**src/design/whp_pkg.sv**
```systemverilog
`default_nettype none

package whp_pkg;

	typedef struct packed {
		logic [7:0] in_byte;
		logic       last_byte;
	} in_word_t;

	typedef struct packed {
		logic [1:0]  out_kind;
		logic [7:0]  out_byte;
		logic [15:0] channel_count;
		logic [31:0] sample_rate;
		logic [15:0] sample_bits;
		logic [28:0] frame_bytes;
		logic [31:0] data_length;
		logic [31:0] frame_index;
		logic        block_mismatch;
		logic        end_of_stream;
		logic [2:0]  error_code;
	} out_word_t;

	typedef enum logic [4:0] {
		PH_RIFF, PH_RSIZE, PH_WAVE, PH_FMT, PH_FSIZE, PH_CODE, PH_CHAN,
		PH_RATE, PH_BRATE, PH_BLOCK, PH_BITS, PH_CBSZ, PH_VALID, PH_MASK,
		PH_SUBF, PH_SKIP, PH_DTAG, PH_DLEN, PH_AUDIO
	} phase_t;

	localparam logic [1:0] KIND_HDR   = 2'd0;
	localparam logic [1:0] KIND_AUDIO = 2'd1;
	localparam logic [1:0] KIND_READY = 2'd2;
	localparam logic [1:0] KIND_ERR   = 2'd3;

	localparam logic [2:0] ERR_NONE  = 3'd0;
	localparam logic [2:0] ERR_RIFF  = 3'd1;
	localparam logic [2:0] ERR_FMT   = 3'd2;
	localparam logic [2:0] ERR_CODE  = 3'd3;
	localparam logic [2:0] ERR_DATA  = 3'd4;
	localparam logic [2:0] ERR_TRUNC = 3'd5;

	localparam logic [15:0] FMT_PCM = 16'h0001;
	localparam logic [15:0] FMT_EXT = 16'hFFFE;
	localparam logic [31:0] BASIC_FMT_LEN = 32'd16;
	localparam logic [31:0] EXT_FMT_LEN   = 32'd10;

	function automatic logic [2:0] phase_len(input phase_t ph);
		logic [2:0] len;
		unique case (ph)
			PH_CODE, PH_CHAN, PH_BLOCK, PH_BITS, PH_CBSZ, PH_VALID, PH_SUBF: len = 3'd2;
			PH_SKIP, PH_AUDIO: len = 3'd1;
			default: len = 3'd4;
		endcase
		return len;
	endfunction

	function automatic logic is_tag(input phase_t ph);
		return (ph == PH_RIFF) || (ph == PH_WAVE) || (ph == PH_FMT) || (ph == PH_DTAG);
	endfunction

	function automatic logic [7:0] tag_char(input phase_t ph, input logic [1:0] n);
		logic [31:0] tag;
		unique case (ph)
			PH_RIFF: tag = {"F", "F", "I", "R"};
			PH_WAVE: tag = {"E", "V", "A", "W"};
			PH_FMT:  tag = {" ", "t", "m", "f"};
			default: tag = {"a", "t", "a", "d"};
		endcase
		return tag[{n, 3'b000} +: 8];
	endfunction

	function automatic logic [2:0] tag_err(input phase_t ph);
		logic [2:0] code;
		unique case (ph)
			PH_DTAG: code = ERR_DATA;
			PH_FMT:  code = ERR_FMT;
			default: code = ERR_RIFF;
		endcase
		return code;
	endfunction

endpackage

`default_nettype wire

```
**src/design/whp_in_reg.sv**
```systemverilog
`default_nettype none

module whp_in_reg
	import whp_pkg::*;
(
	input  wire logic     clk,
	input  wire logic     arst_n,
	input  wire logic     src_valid,
	output logic          src_stall,
	input  wire in_word_t src_word,
	input  wire logic     advance,
	output logic          s1_valid,
	output in_word_t      s1_word
);

	logic     valid_s1;
	in_word_t word_s1;

	assign src_stall = valid_s1 & ~advance;
	assign s1_valid  = valid_s1;
	assign s1_word   = word_s1;

	always_ff @(posedge clk or negedge arst_n) begin
		if (!arst_n) begin
			valid_s1 <= 1'b0;
		end else if (!src_stall) begin
			valid_s1 <= src_valid;
		end
	end

	always_ff @(posedge clk) begin
		if (src_valid && !src_stall) begin
			word_s1 <= src_word;
		end
	end

endmodule

`default_nettype wire

```
**src/design/whp_core.sv**
```systemverilog
`default_nettype none

module whp_core
	import whp_pkg::*;
(
	input  wire logic     clk,
	input  wire logic     arst_n,
	input  wire logic     fire,
	input  wire in_word_t item,
	output out_word_t     result
);

	phase_t      phase_q, phase_d;
	logic [1:0]  cnt_q, cnt_d;
	logic [31:0] shift_q, shift_d, shift_v;
	logic [31:0] skip_q, skip_d, skip_t;
	logic        ext_q, ext_d;
	logic [15:0] chan_q, chan_d;
	logic [31:0] rate_q, rate_d;
	logic [15:0] cont_q, cont_d;
	logic [15:0] vbits_q, vbits_d;
	logic [15:0] block_q, block_d;
	logic [31:0] dlen_q, dlen_d;
	logic [28:0] bif_q, bif_d;
	logic [31:0] fcnt_q, fcnt_d;
	logic [2:0]  err_q, err_d;
	logic [28:0] fb_q, fb_d;
	logic [1:0]  kind;
	logic [7:0]  obyte;
	logic [31:0] fidx;

	assign fb_d = {13'd0, chan_d} * {16'd0, cont_d[15:3]};

	always_comb begin
		phase_d = phase_q;
		cnt_d   = cnt_q;
		shift_d = shift_q;
		skip_d  = skip_q;
		ext_d   = ext_q;
		chan_d  = chan_q;
		rate_d  = rate_q;
		cont_d  = cont_q;
		vbits_d = vbits_q;
		block_d = block_q;
		dlen_d  = dlen_q;
		bif_d   = bif_q;
		fcnt_d  = fcnt_q;
		err_d   = err_q;
		kind    = KIND_HDR;
		obyte   = 8'd0;
		fidx    = 32'd0;
		shift_v = shift_q | ({24'd0, item.in_byte} << {cnt_q, 3'b000});
		skip_t  = 32'd0;
		if (err_q != ERR_NONE) begin
			kind = KIND_ERR;
		end else if (phase_q == PH_AUDIO) begin
			kind  = KIND_AUDIO;
			obyte = item.in_byte;
			fidx  = fcnt_q;
			if (fb_q == 29'd0 || ({1'b0, bif_q} + 30'd1) >= {1'b0, fb_q}) begin
				bif_d  = 29'd0;
				fcnt_d = fcnt_q + 32'd1;
			end else begin
				bif_d = bif_q + 29'd1;
			end
		end else if (phase_q == PH_SKIP) begin
			skip_d = (skip_q > 32'd1) ? skip_q - 32'd1 : 32'd0;
			if (skip_q <= 32'd1) begin
				phase_d = PH_DTAG;
			end
		end else if (phase_q > PH_AUDIO) begin
			phase_d = PH_RIFF;
		end else if (is_tag(phase_q) && tag_char(phase_q, cnt_q) != item.in_byte) begin
			err_d = tag_err(phase_q);
		end else if (({1'b0, cnt_q} + 3'd1) >= phase_len(phase_q)) begin
			cnt_d   = 2'd0;
			shift_d = 32'd0;
			unique case (phase_q)
				PH_FSIZE: begin
					skip_d  = shift_v;
					phase_d = PH_CODE;
				end
				PH_CODE: begin
					if (shift_v[15:0] == FMT_PCM) begin
						ext_d   = 1'b0;
						phase_d = PH_CHAN;
					end else if (shift_v[15:0] == FMT_EXT) begin
						ext_d   = 1'b1;
						phase_d = PH_CHAN;
					end else begin
						err_d = ERR_CODE;
					end
				end
				PH_CHAN: begin
					chan_d  = shift_v[15:0];
					phase_d = PH_RATE;
				end
				PH_RATE: begin
					rate_d  = shift_v;
					phase_d = PH_BRATE;
				end
				PH_BLOCK: begin
					block_d = shift_v[15:0];
					phase_d = PH_BITS;
				end
				PH_BITS: begin
					cont_d = shift_v[15:0];
					skip_t = (skip_q > BASIC_FMT_LEN) ? skip_q - BASIC_FMT_LEN : 32'd0;
					skip_d = skip_t;
					if (ext_q) begin
						phase_d = PH_CBSZ;
					end else begin
						phase_d = (skip_t != 32'd0) ? PH_SKIP : PH_DTAG;
					end
				end
				PH_VALID: begin
					vbits_d = shift_v[15:0];
					phase_d = PH_MASK;
				end
				PH_SUBF: begin
					skip_t  = (skip_q > EXT_FMT_LEN) ? skip_q - EXT_FMT_LEN : 32'd0;
					skip_d  = skip_t;
					phase_d = (skip_t != 32'd0) ? PH_SKIP : PH_DTAG;
				end
				PH_DLEN: begin
					dlen_d  = shift_v;
					bif_d   = 29'd0;
					fcnt_d  = 32'd0;
					phase_d = PH_AUDIO;
					kind    = KIND_READY;
				end
				default: begin
					phase_d = phase_t'(phase_q + 5'd1);
				end
			endcase
		end else begin
			cnt_d   = cnt_q + 2'd1;
			shift_d = shift_v;
		end
		if (kind == KIND_HDR && err_d == ERR_NONE && item.last_byte) begin
			err_d = ERR_TRUNC;
		end
		if (kind == KIND_HDR && err_d != ERR_NONE) begin
			kind = KIND_ERR;
		end
	end

	always_comb begin
		result.out_kind       = kind;
		result.out_byte       = obyte;
		result.channel_count  = chan_d;
		result.sample_rate    = rate_d;
		result.sample_bits    = ext_d ? vbits_d : cont_d;
		result.frame_bytes    = fb_d;
		result.data_length    = dlen_d;
		result.frame_index    = fidx;
		result.block_mismatch = ({13'd0, block_d} != fb_d);
		result.end_of_stream  = item.last_byte;
		result.error_code     = err_d;
	end

	always_ff @(posedge clk or negedge arst_n) begin
		if (!arst_n) begin
			phase_q <= PH_RIFF;
			cnt_q   <= 2'd0;
			shift_q <= 32'd0;
			skip_q  <= 32'd0;
			ext_q   <= 1'b0;
			chan_q  <= 16'd0;
			rate_q  <= 32'd0;
			cont_q  <= 16'd0;
			vbits_q <= 16'd0;
			block_q <= 16'd0;
			dlen_q  <= 32'd0;
			bif_q   <= 29'd0;
			fcnt_q  <= 32'd0;
			err_q   <= ERR_NONE;
			fb_q    <= 29'd0;
		end else if (fire) begin
			phase_q <= phase_d;
			cnt_q   <= cnt_d;
			shift_q <= shift_d;
			skip_q  <= skip_d;
			ext_q   <= ext_d;
			chan_q  <= chan_d;
			rate_q  <= rate_d;
			cont_q  <= cont_d;
			vbits_q <= vbits_d;
			block_q <= block_d;
			dlen_q  <= dlen_d;
			bif_q   <= bif_d;
			fcnt_q  <= fcnt_d;
			err_q   <= err_d;
			fb_q    <= fb_d;
		end
	end

endmodule

`default_nettype wire

```
**src/design/wav_header_parser_top.sv**
```systemverilog
// channel  signals                          word
// src      src_valid / src_stall (in)       in_word_t:  byte, last flag
// dst      dst_valid / dst_stall (out)      out_word_t: kind, audio byte, format, status
//
// One byte per cycle sustained while dst_stall is low; each accepted byte yields one result word.
// An accepted byte passes through the input register and then the result register.
// The parse step sits between the input register and the result register.
// Reset restarts the parse at the RIFF tag and clears any sticky error.
// dst_stall holds the result; the input register still takes one more byte if it is empty.
`default_nettype none

module wav_header_parser_top
	import whp_pkg::*;
(
	input  wire logic      clk,
	input  wire logic      arst_n,
	input  wire logic      src_valid,
	output logic           src_stall,
	input  wire in_word_t  src_word,
	output logic           dst_valid,
	input  wire logic      dst_stall,
	output out_word_t      dst_word
);

	logic      advance;
	logic      fire;
	logic      s1_valid;
	in_word_t  s1_word;
	out_word_t result;
	logic      dst_valid_q;
	out_word_t dst_word_q;

	assign advance   = ~dst_valid_q | ~dst_stall;
	assign fire      = s1_valid & advance;
	assign dst_valid = dst_valid_q;
	assign dst_word  = dst_word_q;

	whp_in_reg u_in_reg (
		.clk       (clk),
		.arst_n    (arst_n),
		.src_valid (src_valid),
		.src_stall (src_stall),
		.src_word  (src_word),
		.advance   (advance),
		.s1_valid  (s1_valid),
		.s1_word   (s1_word)
	);

	whp_core u_core (
		.clk    (clk),
		.arst_n (arst_n),
		.fire   (fire),
		.item   (s1_word),
		.result (result)
	);

	always_ff @(posedge clk or negedge arst_n) begin
		if (!arst_n) begin
			dst_valid_q <= 1'b0;
		end else if (advance) begin
			dst_valid_q <= s1_valid;
		end
	end

	always_ff @(posedge clk) begin
		if (fire) begin
			dst_word_q <= result;
		end
	end

	a_audio_no_err: assert property (@(posedge clk) disable iff (!arst_n)
		dst_valid && dst_word.out_kind == KIND_AUDIO |-> dst_word.error_code == ERR_NONE)
		else $error("audio word carries an error code");

	a_err_kind: assert property (@(posedge clk) disable iff (!arst_n)
		dst_valid && dst_word.out_kind == KIND_ERR |-> dst_word.error_code != ERR_NONE)
		else $error("error word without error code");

	a_s1_hold: assert property (@(posedge clk) disable iff (!arst_n)
		s1_valid && !advance |=> s1_valid)
		else $error("input register dropped a byte");

endmodule

`default_nettype wire

```
**config.mk**
```make
export PLATFORM = sky130hd
export DESIGN_NAME = wav_header_parser_top
export DESIGN_NICKNAME = d
export VERILOG_FILES = /design/src/design/whp_pkg.sv /design/src/design/whp_in_reg.sv /design/src/design/whp_core.sv /design/src/design/wav_header_parser_top.sv
export SDC_FILE = /design/constraint.sdc
export NUM_CORES = 1
export LEC_CHECK = 0
export ABC_AREA = 1
export BUFFER_PORTS_ARGS = -buffer_cell sky130_fd_sc_hd__buf_2
export CAP_MARGIN = 20
export CORE_UTILIZATION = 59
export DETAILED_ROUTE_END_ITERATION = 8
export GPL_ROUTABILITY_DRIVEN = 1
export GPL_TIMING_DRIVEN = 0
export PLACE_DENSITY = 0.76
export SLEW_MARGIN = 15
export SYNTH_ARGS = -nofsm -noshare
export SYNTH_HDL_FRONTEND = slang
export SYNTH_SLANG_ARGS = --single-unit
```
**constraint.sdc**
```tcl
create_clock -name clk -period 11.16 [get_ports clk]
set_input_delay 1.116 -clock clk [delete_from_list [all_inputs] [get_ports clk]]
set_output_delay 1.116 -clock clk [all_outputs]
set_load 0.05 [all_outputs]
```
Word-level counts from Yosys, hierarchy flattened
Memories as Yosys holds them, arrays and structs flattened.
Cells that the tools add are included.
{ "totals": {"register_bits": 476, "romBits": 96, "output_inout_bits": 174, "word_cells": 233, "n_memories": 1} }
{ "memory_table": {"columns": ["name", "depth", "width", "read_ports", "rd_ports_with_merged_regs", "wr", "line", "rtl"], "rows": [
  ["(name not given)", 32, 3, 1, 0, 0, "whp_pkg.sv:49", "unique case (ph)"]
]} }
{ "classes": {"add_sub_neg": 9, "mul": 1, "n_lt_le_gt_ge": 7, "eq_ne": 27, "n_shift": 2, "n_mux": 115, "bitwise_logic": 12, "reduce_logical": 29} }
{ "ops": {"columns": ["operator", "count"], "rows": [
  ["2-to-1 mux 32 bit", 33],
  ["2-to-1 mux 16 bit", 29],
  ["2-to-1 mux 29 bit", 7],
  ["one-hot mux 32 bit (3 select lines)", 1],
  ["one-hot mux 31 bit (3 select lines)", 1],
  ["nonzero test 32 bit", 2],
  ["2-to-1 mux 5 bit", 10],
  ["2-to-1 mux 3 bit", 15],
  ["one-hot mux 5 bit (9 select lines)", 1],
  ["adder 32 x 1 -> 32 bit (second input constant)", 1],
  ["greater-than comparator 32 x 1 -> 1 bit (second input constant)", 1],
  ["greater-than comparator 32 x 4 -> 1 bit (second input constant)", 1],
  ["greater-than comparator 32 x 5 -> 1 bit (second input constant)", 1],
  ["<= comparator 32 x 1 -> 1 bit (second input constant)", 1],
  ["OR 32 bit", 1],
  ["indexed part select 32 x 6 -> 8 bit", 1],
  ["left shift 8 x 5 -> 32 bit", 1],
  ["subtractor 32 x 1 -> 32 bit (second input constant)", 1],
  ["subtractor 32 x 4 -> 32 bit (second input constant)", 1],
  ["subtractor 32 x 5 -> 32 bit (second input constant)", 1],
  ["adder 29 x 1 -> 30 bit (second input constant)", 1],
  [">= comparator 30 x 29 -> 1 bit", 1],
  ["adder 29 x 1 -> 29 bit (second input constant)", 1],
  ["zero test 29 bit", 1],
  ["37 further kinds", 88]
]} }

Longest topological paths before layout
Gate-level depths: netlist of the first run.
{ "depth": {"word_depth": 27, "mapped_depth": 43, "mapped_depth_nobuf": 41} }

Cells and area by module
A second synthesis of the first run with hierarchy kept.
{ "unflattened": {"cells_unflattened": 4402, "area_unflattened_um2": 33495.9} }
{ "by_module_without_submodules": {"columns": ["mod", "instances", "cells_per_inst", "area_each_um2", "seq_area_each_um2"], "rows": [
  ["whp_core", 1, 4209, 27961.8, 7332.0],
  ["wav_header_parser_top", 1, 177, 5206.2, 5190.0],
  ["whp_in_reg", 1, 16, 327.8, 295.3]
]} }

Least setup slack after synthesis of the first run
Ideal clock, no wire load.
{ "synth_timing": {"path_type": "reg2reg", "start": "register u_core.phase_q[0]", "end": "register dst_word_q, in the netlist dst_word[4], data pin", "arrival_time_ns": 7.843, "required_time_ns": 10.896, "setup_slack_ns": 3.053, "stages_incl_launch_ff": 38, "n_path_buf": 4, "path_cell_list": "dfrtp_1 inv_1 ha_1 nand3_1 clkbuf_1 clkbuf_1 nand2_1 ha_1 nand3_1 nand3_1 inv_1 nor4_2 clkbuf_1 buf_2 o21ai_1 inv_1 nand2_1 fa_1 [... 2 more ...] fa_1 fa_1 inv_1 fa_1 inv_1 ha_1 nand2_1 nor2_1 inv_1 nor3_1 nand4_1 nand3_1 inv_1 o21ai_0 xor2_1 nand2_1 nor2_1 nand4_1"} }
{ "synth_lines": {"columns": ["item", "line", "rtl"], "rows": [
  ["from (decl)", "whp_core.sv:13", "phase_t phase_q, phase_d;"],
  ["from (signal assigned)", "whp_core.sv:180", "phase_q <= phase_d;"],
  ["to (signal assigned)", "wav_header_parser_top.sv:67", "dst_word_q <= result;"],
  ["to (decl)", "wav_header_parser_top.sv:31", "out_word_t dst_word_q;"]
]} }

==> flow_summary.json, run 1 <==
{
  "grt_overflow_total": 0,
  "nFillCells": 4656,
  "first_iter_violations": 3413,
  "start_util_pct": 59.7,
  "setup_viol": 0,
  "leakagePower_nw": 16.8,
  "nNetsFinal": 4610,
  "p_clk_share_pct": 22.0,
  "syn_area_sq_mm": 0.0321,
  "postCtsHoldBufs": 0,
  "grt_setup_unrepaired": "no",
  "synth_top_family_by_area": "simple AND/OR/NAND/NOR gates",
  "powerDensity_mw_per_mm2": 218,
  "reg2reg_depth": 37,
  "startpoint_type": "flop",
  "p_int_mw": 4.19,
  "crit_start": "u_core.phase_q[0]$_DFFE_PN0P_",
  "yosysSeqAreaShare_pct": 39.9,
  "muxShareOfSynthArea_pct": 0,
  "synthXorXnorAreaFrac_pct": 3.43,
  "syn_to_final_growth_pct": 11.4,
  "firstDrtPassIters": 9,
  "syn_avg_cell_area_sq_um": 7.89,
  "ys_warn_count": 0,
  "cpMostUsedCell": "inv_1",
  "die_h_um": 235,
  "grt_max_degree": 96,
  "synth_area_leader_cell": "dfrtp_1",
  "synthAdderAreaFrac_pct": 14.4,
  "ys.flop_type": "dfrtp_1",
  "fin_crit_ns": 10.49,
  "drive_gt1_share_pct": 8.02,
  "cap_violations": 0,
  "core_area_sq_mm": 0.0538,
  "critPathMaxFanout": 10,
  "cts.clk_slew.worst_paths_ns": 0.06,
  "via_count": 29200,
  "synth_nets": 4363,
  "clk_latency_ns": 0.65,
  "totalPowerFinal_mw": 7.82,
  "final.setup.tns_ns": 0,
  "required_ns": 11.48,
  "synthTopCellsByArea": "dfrtp_1, edfxtp_1, nand2_1",
  "synth_commonest_cells": "nand2_1, inv_1, nor2_1, o21ai_0, dfrtp_1",
  "io_buffers": 186,
  "slowest_stage": "fa_1",
  "finalCritPeriodShare_pct": 94.0,
  "worst_pin_slew_ns": 1.21,
  "p_sw_share_pct": 46.4,
  "slowest_delay_ns": 0.60,
  "hold_violations": 0,
  "reg2reg_from": "u_core.phase_q[0]$_DFFE_PN0P_",
  "num_rows": 85,
  "yosys.area_share.simple_pct": 22.8,
  "status": "complete, no violations",
  "dieArea_sq_mm": 0.0554,
  "skew_ns": 0.0467,
  "synthCells": 4073,
  "ios": 187,
  "cts_tree": "built",
  "track_usage_pct": 35.9,
  "switching_power_mw": 3.63,
  "cts_num_sinks": 476,
  "combPwrFrac_pct": 49.4,
  "cts_htree_levels": 2,
  "drc": 0,
  "cp_num_buf_inv": 12,
  "antenna_found_initial": 0,
  "ys_types": 50,
  "die-width_um": 235,
  "rrSetupSlack_ns": 0.67,
  "yosysMostFrequentCell": "nand2_1",
  "hp-class": "input pin to async pin",
  "routabilityCongestion": 1.06,
  "grt_pass1_vias": 28200,
  "num_antenna_cells": 0,
  "rr_endpoint": "dst_word[4]$_DFFE_PP_",
  "drtAntennaViolNets": 0,
  "endpoint_kind": "flop",
  "path_delay_family": "adder cells",
  "cts.path.max_buffers": 3,
  "maxSlewViolCount": 0,
  "synth_top_area_share_pct": 23.0,
  "synth_edf_count": 181,
  "clock-root-buffer": "clkbuf_16",
  "vias_per_cell": 5.77,
  "path_class": "flop to flop",
  "cts_buffers": 52,
  "worstPathArrival_ns": 10.80,
  "synth-compound-area-share_pct": 10.1,
  "dp_hpwl_mm": 74.5,
  "ir_drop_mv": 0.255,
  "wirelength_mm": 98.8,
  "grt_pass1_wl_mm": 155,
  "relSlewSlack_pct": 18.2,
  "wl_per_cell_um": 19.5,
  "synthArstFlopShare_pct": 62.0,
  "seq_power_share_pct": 28.6,
  "max_freq_mhz": 95.4,
  "synth-seq-cells": 476
}
-- repair_timing --
action | in CTS | in global routing
gates resized for setup | 0 | 2
endpoints found under the setup margin | 0 | 1
setup buffers | 0 | 0
endpoints found under the hold margin | 0 | 0
-- how the worst max path moves through the flow --
stage | endpoint | slack, ns | cells after the start
6_report | dst_word[4]$_DFFE_PP_ | 0.67 | 37
5_1_grt | dst_word[4]$_DFFE_PP_ | 0.06 | 37
4_1_cts | dst_word[4]$_DFFE_PP_ | 0.61 | 37
3_5_place_dp | dst_word[4]$_DFFE_PP_ | 0.69 | 37
3_3_place_gp | dst_word[128]$_DFFE_PP_ | 0.58 | 6
2_1_floorplan | dst_word[4]$_DFFE_PP_ | 3.05 | 37
-- layout by cell type, fill, tap and decap left out, drive strengths merged, types with 114 or more instances in the layout --
cell / count
buf: 235
clkbuf: 166
dfrtp: 295
edfxtp: 181
fa: 154
ha: 123
inv: 647
nand2: 1091
nand3: 152
nor2: 409
o21ai: 463
xor2: 114
-- stage by stage --
stage	instances	hold slack (ns)	cell area, sq um	util (%)	setup slack, ns
4_1_cts	5058	0.306	35800	66.5	0.608
5_1_grt	5059	0.323	35800	66.6	0.0622
2_1_floorplan	4073	0.434	32100	-	3.05
6_report	5059	0.322	35800	66.6	0.672
3_3_place_gp	4955	0.453	33900	63.1	0.577
3_5_place_dp	4961	0.465	34100	63.4	0.693
-- final cells by class --
class | count | area (sq um) | share of cell area [%]
Buffer | 141 | 601 | 1.68
Clock buffer | 67 | 1400 | 3.90
Clock inverter | 30 | 292 | 0.814
Inverter | 650 | 2440 | 6.81
Multi-Input combinational cell | 2806 | 16300 | 45.5
Sequential cell | 476 | 12800 | 35.8
Tap cell | 696 | 871 | 2.43
Timing Repair Buffer | 193 | 1100 | 3.08
-- routing by layer --
layer	track usage (%)	vias up	share of wire (%)
li1	-	13500	-
met1	46.9	13800	40
met2	57.5	1606	46
met3	6.52	332	9.1
met4	18.6	0	5.6
met5	0	-	0
-- power groups by stage --
stage / clock network [mW] / logic (mW) / registers, mW
floorplan: 0 / 2.17 / 2.65
finish: 1.72 / 3.86 / 2.24
detailed placement: 0 / 3.79 / 2.27
CTS: 1.73 / 3.82 / 2.24
global placement: 0 / 3.71 / 2.29
global route: 1.80 / 4.24 / 2.26
-- cells by family after synthesis --
kind of cell	Yosys count
buf+inv	791
simple gates	1797
xor+xnor	126
fa+ha+maj	277
flops	476
compound gates	606
-- sequential cells by signal (all words and copies together), names as in the netlist --
name,count
u_core.phase_q,5
dst_valid,1
u_core.ext_q,1
u_core.cnt_q,2
u_core.rate_q,32
u_core.chan_q,16
u_core.block_q,16
u_in_reg.s1_word,9
u_core.vbits_q,16
u_core.skip_q,32
dst_word,172
u_core.bif_q,29
u_core.shift_q,32
u_core.cont_q,16
u_core.err_q,3
u_core.dlen_q,32
u_core.fb_q,29
u_in_reg.s1_valid,1
u_core.fcnt_q,32
-- worst reg2reg max path, delay by kind of cell (launching register included) --
kind	cells	cell delay [ns]
xor gates and xnor gates	1	0.35
DFF	1	0.42
AOI/OAI and AO/OA	2	0.50
buffers and inverters	12	2.51
and+or+nand+nor	14	2.77
adders and majority gates	8	3.59
Power figures use the tool's default switching activity.
==> run 2: changes to the inputs <==
--- a/config.mk
+++ b/config.mk
@@ -10,4 +10,5 @@
 export CAP_MARGIN = 20
 export CORE_UTILIZATION = 59
+export CTS_BUF_LIST = sky130_fd_sc_hd__clkbuf_8
 export DETAILED_ROUTE_END_ITERATION = 8
 export GPL_ROUTABILITY_DRIVEN = 1
==> constraint.sdc (replaced) <==
create_clock -name clk -period 11.16 [get_ports clk]
set_input_delay 2.232 -clock clk [delete_from_list [all_inputs] [get_ports clk]]
set_output_delay 2.232 -clock clk [all_outputs]
set_load 0.05 [all_outputs]
==> flow_summary.json, run 2 (synthesis gave the netlist of run 1 again) <==
{
  "status": "complete, no violations",
  "vias_per_cell": 5.73,
  "drive_gt1_share_pct": 8.78,
  "skew_ns": 0.0563,
  "final.setup.tns_ns": 0,
  "final_common_cell": "nand2_1",
  "cts_setup_buffers": 0,
  "slowest_stage": "fa_1",
  "placed_area_sq_mm": 0.0341,
  "grt_pass1_wl_mm": 156,
  "grt_max_degree": 96,
  "die_h_um": 235,
  "largest_reg_flops": 172,
  "grt_pass1_vias": 28300,
  "final_cell_mix": "nand2_1, inv_1, nor2_1",
  "clk_latency_ns": 0.70,
  "via_count": 29300,
  "regArea_sq_mm": 0.0128,
  "relSlewSlack_pct": 18.2,
  "stdcell_area_sq_mm": 0.0358,
  "core_area_sq_mm": 0.0538,
  "whs_ns": 0.476,
  "cts.clk_slew.worst_paths_ns": 0.06,
  "endpoint_kind": "flop",
  "grt_setup_unrepaired": "no",
  "cts_htree_levels": 3,
  "cts_num_sinks": 476,
  "drc": 0,
  "worstPathArrival_ns": 10.76,
  "critPathMaxFanout": 10,
  "slowest_delay_ns": 0.60,
  "firstDrtPassIters": 9,
  "grt_overflow_total": 0,
  "maxSlewViolCount": 0,
  "num_rows": 85,
  "nFillCells": 4656,
  "die-width_um": 235,
  "cpMostUsedCell": "inv_1",
  "dp.cells": 4961,
  "clock-root-buffer": "clkbuf_8",
  "leakagePower_nw": 17.0,
  "wl_per_cell_um": 19.3,
  "required_ns": 11.53,
  "cts_buffers": 82,
  "syn_to_final_growth_pct": 11.5,
  "nNetsFinal": 4640,
  "worst_pin_slew_ns": 1.21,
  "antenna_found_initial": 1,
  "dp_hpwl_mm": 74.5,
  "powerDensity_mw_per_mm2": 217,
  "cap_violations": 0,
  "hp-class": "flop to flop",
  "setup_viol": 0,
  "wirelength_mm": 98.9,
  "ir_drop_mv": 0.254,
  "ios": 187,
  "start_util_pct": 59.7,
  "first_iter_violations": 3259,
  "final_cells": 5117,
  "hold_violations": 0,
  "fin_crit_ns": 10.39,
  "cts_tree": "built",
  "io_buffers": 186,
  "dieArea_sq_mm": 0.0554,
  "drtAntennaViolNets": 0,
  "routabilityCongestion": 1.06,
  "max_freq_mhz": 96.3,
  "rrSetupSlack_ns": 0.77,
  "startpoint_type": "flop",
  "path_class": "flop to flop",
  "fin_util_pct": 66.6,
  "multi_input_area_sq_mm": 0.0163,
  "track_usage_pct": 36.2,
  "cts.path.max_buffers": 3,
  "finalCritPeriodShare_pct": 93.1
}
## run 2: cell types whose count changed in the layout (fill, tap and decap cells not counted), sizes merged
cell and change:
clkinv -7, diode +1, clkinvlp -3, bufinv +3
clkbuf +27, inv +37
## run 2: cell type report
type | count | area share (%)
Clock buffer | 94 | 3.61
Timing Repair Buffer | 193 | 3.08
Antenna cell | 1 | 0.00698
Sequential cell | 476 | 35.8
Clock inverter | 60 | 1.17
Inverter | 650 | 6.81
Tap cell | 696 | 2.43
Buffer | 141 | 1.68
Multi-Input combinational cell | 2806 | 45.5
## run 2: repair_timing
item                                    in CTS  in global routing
endpoints found under the hold margin        0                  0
endpoints found under the setup margin       0                  1
gates resized for setup                      0                  2
hold buffers                                 0                  0
## run 2: power breakdown
part / switching (mW) / leakage (nW) / total, mW / internal (mW)
registers: 0.0973 / 5.68 / 2.24 / 2.14
clock network: 0.768 / 1.01 / 1.68 / 0.913
logic: 2.76 / 10.3 / 3.86 / 1.09
total: 3.63 / 17.0 / 7.78 / 4.15
## run 2: final timing paths
check	from	endpoint	cells past startpoint
worst max-delay path	u_core.phase_q[0]$_DFFE_PN0P_	dst_word[4]$_DFFE_PP_	37
worst min-delay path	u_in_reg.s1_valid$_DFFE_PN0N_	dst_valid$_DFFE_PN0N_	2
worst max register to register	u_core.phase_q[0]$_DFFE_PN0P_	dst_word[4]$_DFFE_PP_	37
worst min register to register	u_in_reg.s1_valid$_DFFE_PN0N_	dst_valid$_DFFE_PN0N_	2
max in group asynchronous	arst_n	u_core.skip_q[11]$_DFFE_PN0P_	2
min in group asynchronous	arst_n	u_core.dlen_q[24]$_DFFE_PN0P_	1
## run 2: critical path: cells and delay by family (launching register included)
kind / cells / cell delay (ns)
DFF: 1 / 0.42
buffers and inverters: 12 / 2.47
AOI/OAI and AO/OA: 2 / 0.51
and+or+nand+nor: 14 / 2.74
xor gates and xnor gates: 1 / 0.36
adders and majority gates: 8 / 3.62
## run 2: routing by layer
layer  up-vias  GRT usage [%]  wire (um)
met1     13800           47.4      39100
li1      13500              -          -
met4         0           19.1       5730
met5         -              0          0
met2      1594           57.3      44800
met3       375           6.97       9350
## run 2: stage by stage
step,setup slack [ns],total power [mW]
floorplan,2.79,4.82
global placement,-0.539,6.00
detailed placement,0.693,6.06
CTS,0.664,7.74
global route,0.0751,8.28
finish,0.771,7.78
